<file path="config.mk">
export PLATFORM = sky130hd
export DESIGN_NAME = utf8_stream_decoder_core
export DESIGN_NICKNAME = d
export VERILOG_FILES = /design/src/rtl/u8dec_pkg.sv /design/src/rtl/u8dec_front.sv /design/src/rtl/u8dec_queue.sv /design/src/rtl/u8dec_back.sv /design/src/rtl/utf8_stream_decoder_core.sv
export SDC_FILE = /design/constraint.sdc
export NUM_CORES = 1
export LEC_CHECK = 0
export BUFFER_PORTS_ARGS = -buffer_cell sky130_fd_sc_hd__clkbuf_2
export CORE_ASPECT_RATIO = 1.1
export CORE_MARGIN = 3
export CORE_UTILIZATION = 40
export CTS_CLUSTER_DIAMETER = 80
export DETAILED_ROUTE_END_ITERATION = 10
export SETUP_SLACK_MARGIN = 0.2
export SLEW_MARGIN = 20
export SYNTH_ARGS = -nofsm -noshare
export SYNTH_HDL_FRONTEND = slang
export SYNTH_SLANG_ARGS = --single-unit
</file>
<file path="constraint.sdc">
create_clock -name aclk -period 4 [get_ports aclk]
set_input_delay 0.4 -clock aclk [delete_from_list [all_inputs] [get_ports aclk]]
set_output_delay 0.4 -clock aclk [all_outputs]
set_load 0.01 [all_outputs]
</file>
<file path="src/rtl/u8dec_pkg.sv">
`timescale 1ns / 1ps
// ----------------------------------------------------------------------------
// UTF-8 decoder package
// Byte classes, queue item type and shared widths for the decoder.
// ----------------------------------------------------------------------------
package u8dec_pkg;

    localparam int BYTE_W      = 8;
    localparam int CP_W        = 21;
    localparam int CONT_BITS   = 6;
    localparam int TDATA_IN_W  = 8;
    localparam int TDATA_OUT_W = 24;
    localparam int QUEUE_DEPTH_DEFAULT = 2;

    typedef enum logic [2:0] {
        KIND_ASCII,
        KIND_LEAD2,
        KIND_LEAD3,
        KIND_LEAD4,
        KIND_CONT,
        KIND_BAD
    } kind_t;

    typedef struct packed {
        kind_t             kind;
        logic [BYTE_W-1:0] data;
    } item_t;

    // Class of a byte taken as a lead byte; continuation use is decided later.
    function automatic kind_t classify(input logic [BYTE_W-1:0] b);
        kind_t k;
        priority if (b[7] == 1'b0)        k = KIND_ASCII;
        else if (b[7:6] == 2'b10)         k = KIND_CONT;
        else if (b[7:5] == 3'b110)        k = KIND_LEAD2;
        else if (b[7:4] == 4'b1110)       k = KIND_LEAD3;
        else if (b[7:3] == 5'b11110)      k = KIND_LEAD4;
        else                              k = KIND_BAD;
        return k;
    endfunction

endpackage

</file>
<file path="src/rtl/u8dec_front.sv">
`timescale 1ns / 1ps
// ----------------------------------------------------------------------------
// UTF-8 decoder front stage
// Accepts input bytes, classifies them and registers them for the queue.
// ----------------------------------------------------------------------------
module u8dec_front
    import u8dec_pkg::*;
(
    input  logic                  aclk,
    input  logic                  aresetn,
    input  logic                  s_tvalid,
    output logic                  s_tready,
    input  logic [TDATA_IN_W-1:0] s_tdata,   // [7:0] in_byte
    output logic                  push_valid,
    input  logic                  push_ready,
    output item_t                 push_item
);

    logic  valid_reg;
    item_t item_reg;

    // Take a new byte whenever the stage is empty or drains this cycle.
    assign s_tready   = !valid_reg || push_ready;
    assign push_valid = valid_reg;
    assign push_item  = item_reg;

    always_ff @(posedge aclk) begin
        if (!aresetn) begin
            valid_reg <= 1'b0;
        end else if (s_tready) begin
            valid_reg <= s_tvalid;
        end
    end

    always_ff @(posedge aclk) begin
        if (s_tvalid && s_tready) begin
            item_reg.kind <= classify(s_tdata[BYTE_W-1:0]);
            item_reg.data <= s_tdata[BYTE_W-1:0];
        end
    end

endmodule

</file>
<file path="src/rtl/u8dec_queue.sv">
`timescale 1ns / 1ps
// ----------------------------------------------------------------------------
// UTF-8 decoder item queue
// Short flop-based FIFO between the front and back stages.
// ----------------------------------------------------------------------------
module u8dec_queue
    import u8dec_pkg::*;
#(
    parameter int DEPTH = QUEUE_DEPTH_DEFAULT  // power of two, at least 2
) (
    input  logic  aclk,
    input  logic  aresetn,
    input  logic  push_valid,
    output logic  push_ready,
    input  item_t push_item,
    output logic  pop_valid,
    input  logic  pop_ready,
    output item_t pop_item
);

    localparam int PTR_W = $clog2(DEPTH);
    localparam int CNT_W = $clog2(DEPTH + 1);

    item_t            entries_reg [DEPTH];
    logic [PTR_W-1:0] wr_ptr_reg;
    logic [PTR_W-1:0] rd_ptr_reg;
    logic [CNT_W-1:0] count_reg;
    logic             do_push;
    logic             do_pop;

    assign push_ready = (count_reg != CNT_W'(DEPTH));
    assign pop_valid  = (count_reg != '0);
    assign pop_item   = entries_reg[rd_ptr_reg];
    assign do_push    = push_valid && push_ready;
    assign do_pop     = pop_valid && pop_ready;

    always_ff @(posedge aclk) begin
        if (!aresetn) begin
            wr_ptr_reg <= '0;
            rd_ptr_reg <= '0;
            count_reg  <= '0;
        end else begin
            if (do_push) begin
                wr_ptr_reg <= wr_ptr_reg + 1'b1;
            end
            if (do_pop) begin
                rd_ptr_reg <= rd_ptr_reg + 1'b1;
            end
            unique case ({do_push, do_pop})
                2'b10:   count_reg <= count_reg + 1'b1;
                2'b01:   count_reg <= count_reg - 1'b1;
                default: count_reg <= count_reg;
            endcase
        end
    end

    always_ff @(posedge aclk) begin
        if (do_push) begin
            entries_reg[wr_ptr_reg] <= push_item;
        end
    end

endmodule

</file>
<file path="src/rtl/u8dec_back.sv">
`timescale 1ns / 1ps
// ----------------------------------------------------------------------------
// UTF-8 decoder back stage
// Tracks the open sequence, assembles code points and holds the result.
// ----------------------------------------------------------------------------
module u8dec_back
    import u8dec_pkg::*;
(
    input  logic                   aclk,
    input  logic                   aresetn,
    input  logic                   pop_valid,
    output logic                   pop_ready,
    input  item_t                  pop_item,
    output logic                   m_tvalid,
    input  logic                   m_tready,
    output logic [TDATA_OUT_W-1:0] m_tdata,  // [20:0] code_point, rest zero
    output logic                   m_tuser   // [0] bad_lead
);

    logic [1:0]      owed_reg,     owed_next;
    logic [CP_W-1:0] partial_reg,  partial_next;
    logic            m_valid_reg,  m_valid_next;
    logic [CP_W-1:0] cp_reg,       cp_next;
    logic            bad_reg,      bad_next;
    logic            take;
    logic            emit;
    logic [CP_W-1:0] shifted;

    assign pop_ready = !m_valid_reg || m_tready;
    assign take      = pop_valid && pop_ready;
    assign shifted   = {partial_reg[CP_W-CONT_BITS-1:0], pop_item.data[CONT_BITS-1:0]};

    always_comb begin
        owed_next    = owed_reg;
        partial_next = partial_reg;
        emit         = 1'b0;
        cp_next      = cp_reg;
        bad_next     = bad_reg;
        if (take) begin
            if (owed_reg != 2'd0) begin
                // Any byte inside a sequence counts as a continuation.
                owed_next    = owed_reg - 2'd1;
                partial_next = shifted;
                if (owed_reg == 2'd1) begin
                    emit         = 1'b1;
                    cp_next      = shifted;
                    bad_next     = 1'b0;
                    partial_next = '0;
                end
            end else begin
                unique case (pop_item.kind)
                    KIND_ASCII: begin
                        emit     = 1'b1;
                        cp_next  = CP_W'(pop_item.data);
                        bad_next = 1'b0;
                    end
                    KIND_LEAD2: begin
                        owed_next    = 2'd1;
                        partial_next = CP_W'(pop_item.data[4:0]);
                    end
                    KIND_LEAD3: begin
                        owed_next    = 2'd2;
                        partial_next = CP_W'(pop_item.data[3:0]);
                    end
                    KIND_LEAD4: begin
                        owed_next    = 2'd3;
                        partial_next = CP_W'(pop_item.data[2:0]);
                    end
                    default: begin
                        // Stray continuation or 11111xxx: report and drop.
                        emit     = 1'b1;
                        cp_next  = '0;
                        bad_next = 1'b1;
                    end
                endcase
            end
        end
        if (emit) begin
            m_valid_next = 1'b1;
        end else if (m_tready) begin
            m_valid_next = 1'b0;
        end else begin
            m_valid_next = m_valid_reg;
        end
    end

    always_ff @(posedge aclk) begin
        if (!aresetn) begin
            owed_reg    <= 2'd0;
            partial_reg <= '0;
            m_valid_reg <= 1'b0;
        end else begin
            owed_reg    <= owed_next;
            partial_reg <= partial_next;
            m_valid_reg <= m_valid_next;
        end
    end

    always_ff @(posedge aclk) begin
        if (emit) begin
            cp_reg  <= cp_next;
            bad_reg <= bad_next;
        end
    end

    assign m_tvalid = m_valid_reg;
    assign m_tdata  = TDATA_OUT_W'(cp_reg);
    assign m_tuser  = bad_reg;

endmodule

</file>
<file path="src/rtl/utf8_stream_decoder_core.sv">
`timescale 1ns / 1ps
// ----------------------------------------------------------------------------
// UTF-8 stream decoder core
// Decodes a stream of UTF-8 bytes into 21-bit code points.
// ----------------------------------------------------------------------------
// One byte is accepted per clock cycle, sustained while m_tready is held
// high, and each completed sequence yields one code point; an invalid
// lead byte (10xxxxxx or 11111xxx) yields one result with bad_lead set and
// a zero code point. Continuation bytes are not checked, and overlong
// forms and surrogates pass through. A byte is classified in the front
// register, waits in a QUEUE_DEPTH-entry FIFO and is folded into the open
// sequence by the back stage, which holds each result in its output
// register. While a result waits for m_tready the back stage holds, and
// the front register and the FIFO take up to QUEUE_DEPTH + 1 further
// bytes before s_tready drops.
// ----------------------------------------------------------------------------
module utf8_stream_decoder_core
    import u8dec_pkg::*;
#(
    parameter int QUEUE_DEPTH = QUEUE_DEPTH_DEFAULT  // power of two, at least 2
) (
    input  logic                   aclk,
    input  logic                   aresetn,
    input  logic                   s_tvalid,
    output logic                   s_tready,
    input  logic [TDATA_IN_W-1:0]  s_tdata,   // [7:0] in_byte
    output logic                   m_tvalid,
    input  logic                   m_tready,
    output logic [TDATA_OUT_W-1:0] m_tdata,   // [20:0] code_point, [23:21] zero
    output logic                   m_tuser    // [0] bad_lead
);

    logic  push_valid;
    logic  push_ready;
    item_t push_item;
    logic  pop_valid;
    logic  pop_ready;
    item_t pop_item;

    u8dec_front u_front (
        .aclk       (aclk),
        .aresetn    (aresetn),
        .s_tvalid   (s_tvalid),
        .s_tready   (s_tready),
        .s_tdata    (s_tdata),
        .push_valid (push_valid),
        .push_ready (push_ready),
        .push_item  (push_item)
    );

    u8dec_queue #(
        .DEPTH (QUEUE_DEPTH)
    ) u_queue (
        .aclk       (aclk),
        .aresetn    (aresetn),
        .push_valid (push_valid),
        .push_ready (push_ready),
        .push_item  (push_item),
        .pop_valid  (pop_valid),
        .pop_ready  (pop_ready),
        .pop_item   (pop_item)
    );

    u8dec_back u_back (
        .aclk      (aclk),
        .aresetn   (aresetn),
        .pop_valid (pop_valid),
        .pop_ready (pop_ready),
        .pop_item  (pop_item),
        .m_tvalid  (m_tvalid),
        .m_tready  (m_tready),
        .m_tdata   (m_tdata),
        .m_tuser   (m_tuser)
    );

endmodule

</file>
==> results.json <==
{
  "synth.distinct_cells": 43,
  "ys_warn_count": 0,
  "fin_worst_hold_slack_ns": 0.2434,
  "place_ws_ns": 1.619,
  "initial_util": 0.4134,
  "flip_flop_count_of_the_largest_register_after_layout": 22,
  "detailedRoute.firstIterationViolations": 58,
  "cts_max_level": 3,
  "synthDominantCellAreaShare": 0.5316,
  "maximum_net_fanout_on_the_critical_path": 23,
  "worst_skew_pair.late_latency_ns": 0.34,
  "grt_antenna_before_repair": 0,
  "timing.setup.tns_ns": 0,
  "wl_per_cell_um": 13.11,
  "p_leak_uw": 0.001349,
  "max_cap_violations": 0,
  "worst-slew-pin-transition_ns": 0.8822,
  "antenna_violating_nets_post_route": 0,
  "gp_congestion": 0.7010,
  "detailedPlacementHpwl_um": 3414,
  "finalCriticalPeriod_ns": 2.183,
  "final.fill_count": 719,
  "first_global_vias": 1787,
  "post_synthesis_mux_area_share": 0.04873,
  "synth.ff_latch_count": 79,
  "port_buffers": 35,
  "async_reset_ff_frac": 0,
  "rsz0062_at_grt": "no",
  "clkSinkCount": 79,
  "areaGrowthSynthToFinish_pct": 15.30,
  "fraction_of_synthesized_cell_area_in_xor_and_xnor_cells": 0.01128,
  "setup-violations-final": 0,
  "drv_slew": 0,
  "r2r_setup_slack_ns": 1.82,
  "grt_start_max_net_pins": 27,
  "avgSynthCellArea_um2": 13.81,
  "post-synth-top-count-cell": "sky130_fd_sc_hd__edfxtp_1",
  "core-area_mm2": 0.007515,
  "dpl-instance-area_mm2": 0.003377,
  "ctsRootBufferMaster": "sky130_fd_sc_hd__clkbuf_8",
  "tritoncts_clock_tree": "built",
  "run_status": "complete, no violations",
  "synth_fa_ha_area_frac": 0.004027,
  "routed-via-count": 1757,
  "worstPathRequired_ns": 4.27,
  "synth_area_in_compound_gates": 0.09303,
  "syn-cell-area_mm2": 0.003107,
  "drc": 0,
  "final_layout_size_suffix_gt1_frac": 0.2172,
  "fp.dieArea_mm2": 0.008862,
  "insertedDiodeCount": 0,
  "clkSlewWorstSetupHoldPaths_ns": 0.08,
  "setup_ws_ns": 1.817,
  "peakVddDrop_mv": 0.2845,
  "synth_top_family_by_area": "simple AND/OR/NAND/NOR gates",
  "holdCritPathClass": "input port to register",
  "worst_ep_arrival_time_ns": 2.45,
  "ctsLongestPathBuffers": 2,
  "cts_setup_buffers": 0,
  "core.rowCount": 33,
  "finalInstanceArea_mm2": 0.003582,
  "achievable-frequency_mhz": 458.0,
  "nets": 275,
  "post-synth-top-area-cell": "sky130_fd_sc_hd__edfxtp_1",
  "worstSetupStartpointType": "register",
  "final.period_utilization": 0.5458,
  "synth.top_cells.by_count": "sky130_fd_sc_hd__edfxtp_1, sky130_fd_sc_hd__dfxtp_1, sky130_fd_sc_hd__mux2i_1, sky130_fd_sc_hd__nor2b_1",
  "max-slew-margin-rel": 0.4097,
  "synthesis.instances": 225,
  "dieWidth_um": 90.03,
  "post_cts_resize_count": 0,
  "vias_per_cell": 4.723,
  "floorplan.die.height_um": 98.43,
  "clock_skew_after_layout_ns": 0.01112,
  "synth_enable_flop_cells": 55,
  "globalRouteTotalUtil": 0.1203,
  "boundaryPins": 39,
  "yosysSeqAreaShare": 0.6863,
  "power_density_mw_per_mm2": 646.2,
  "overflow": 0,
  "synth_flop_cell": "sky130_fd_sc_hd__edfxtp_1",
  "global_route_wire_length_before_repair_um": 8438,
  "criticalPathCategory": "register to register",
  "kind_of_end_point_of_the_critical_path": "register",
  "finalHoldViolations": 0,
  "detail_route.wirelength_um": 4877,
  "post_synth_and_or_nand_nor_area_fraction": 0.1301,
  "cts_hold_buffers": 0,
  "cts_inserted_buffers": 9,
  "synth_area_leaders": "sky130_fd_sc_hd__edfxtp_1, sky130_fd_sc_hd__dfxtp_1, sky130_fd_sc_hd__mux2i_1, sky130_fd_sc_hd__a21boi_1, sky130_fd_sc_hd__nor2b_1",
  "dr.pass1.iters": 4
}
[critical path: stages, from the launching register on]
cell and delay (ns):
sky130_fd_sc_hd__dfxtp_1 0.31, sky130_fd_sc_hd__and2b_1 0.22, sky130_fd_sc_hd__nor2_2 0.68, sky130_fd_sc_hd__ha_1 0.39, sky130_fd_sc_hd__or3_1 0.37, sky130_fd_sc_hd__a21boi_1 0.13
[placed cells by master, fill, tap and decap left out, types with 2 or more instances in the layout]
| cell | count |
|---|---|
| sky130_fd_sc_hd__nor2_2 | 2 |
| sky130_fd_sc_hd__bufinv_16 | 2 |
| sky130_fd_sc_hd__nor2_1 | 12 |
| sky130_fd_sc_hd__inv_1 | 3 |
| sky130_fd_sc_hd__and2_1 | 6 |
| sky130_fd_sc_hd__nand2_1 | 8 |
| sky130_fd_sc_hd__clkbuf_2 | 35 |
| sky130_fd_sc_hd__o22ai_1 | 2 |
| sky130_fd_sc_hd__nand2b_1 | 5 |
| sky130_fd_sc_hd__mux2i_1 | 14 |
| sky130_fd_sc_hd__clkinv_2 | 2 |
| sky130_fd_sc_hd__nand3_1 | 3 |
| sky130_fd_sc_hd__o21a_1 | 11 |
| sky130_fd_sc_hd__edfxtp_1 | 55 |
| sky130_fd_sc_hd__and3_1 | 10 |
| sky130_fd_sc_hd__conb_1 | 3 |
| sky130_fd_sc_hd__a21boi_0 | 2 |
| sky130_fd_sc_hd__a21oi_1 | 2 |
| sky130_fd_sc_hd__nor2b_1 | 14 |
| sky130_fd_sc_hd__xnor2_1 | 3 |
| sky130_fd_sc_hd__dfxtp_1 | 24 |
| sky130_fd_sc_hd__nand3b_1 | 2 |
| sky130_fd_sc_hd__a21boi_1 | 12 |
| sky130_fd_sc_hd__clkbuf_1 | 3 |
| sky130_fd_sc_hd__clkbuf_8 | 9 |
| sky130_fd_sc_hd__o21ai_0 | 2 |
| sky130_fd_sc_hd__a211oi_1 | 2 |
[cell families after synthesis]
family / Yosys count
buffers and inverters: 16
muxes: 15
AOI/OAI and AO/OA: 38
adders and majority gates: 1
and+or+nand+nor: 71
DFF: 79
xor gates and xnor gates: 4
other: 1
[per-stage QoR]
step | cells | power, uW | util
2_1_floorplan | 227 | 1546 | -
3_3_place_gp | 356 | 1719 | 0.4494
3_5_place_dp | 356 | 1735 | 0.4494
4_1_cts | 372 | 2347 | 0.4767
5_1_grt | 372 | 2454 | 0.4767
6_report | 372 | 2315 | 0.4767
[final timing paths]
kind                             start                         to  depth (start not counted)
hold / removal              s_tdata[0]       u_front.push_item[0]                          1
hold reg to reg   u_front.push_item[0]  u_queue.entries_reg[0][0]                          0
setup / recovery       u_back.m_tvalid       u_queue.count_reg[1]                          5
setup reg to reg       u_back.m_tvalid       u_queue.count_reg[1]                          5
[layer usage]
layer,up-vias,GRT usage,part of all wire
met5,-,0,0
met4,0,0.06360,0.021
met3,9,0.02901,0.037
met2,35,0.2052,0.49
met1,832,0.1410,0.45
li1,881,-,-
[report_power, final]
| group | leakage [uW] | switching (uW) | total [uW] | internal, uW |
|---|---|---|---|---|
| Combinational | 0.000529 | 345 | 548 | 203 |
| Sequential | 0.000716 | 87.1 | 1150 | 1070 |
| Clock | 0.000104 | 263 | 613 | 350 |
[final cells by class]
type | count | area (um2) | area share
clock inverters | 4 | 70.07 | 0.01956
well taps | 105 | 131.4 | 0.03667
flip-flops and latches | 79 | 2132 | 0.5952
repair buffers | 36 | 182.7 | 0.05100
multi-input cells | 132 | 915.9 | 0.2557
inverters | 4 | 15.01 | 0.004191
clock buffers | 12 | 135.1 | 0.03772
Note: power is estimated with default switching activity, not from simulation.
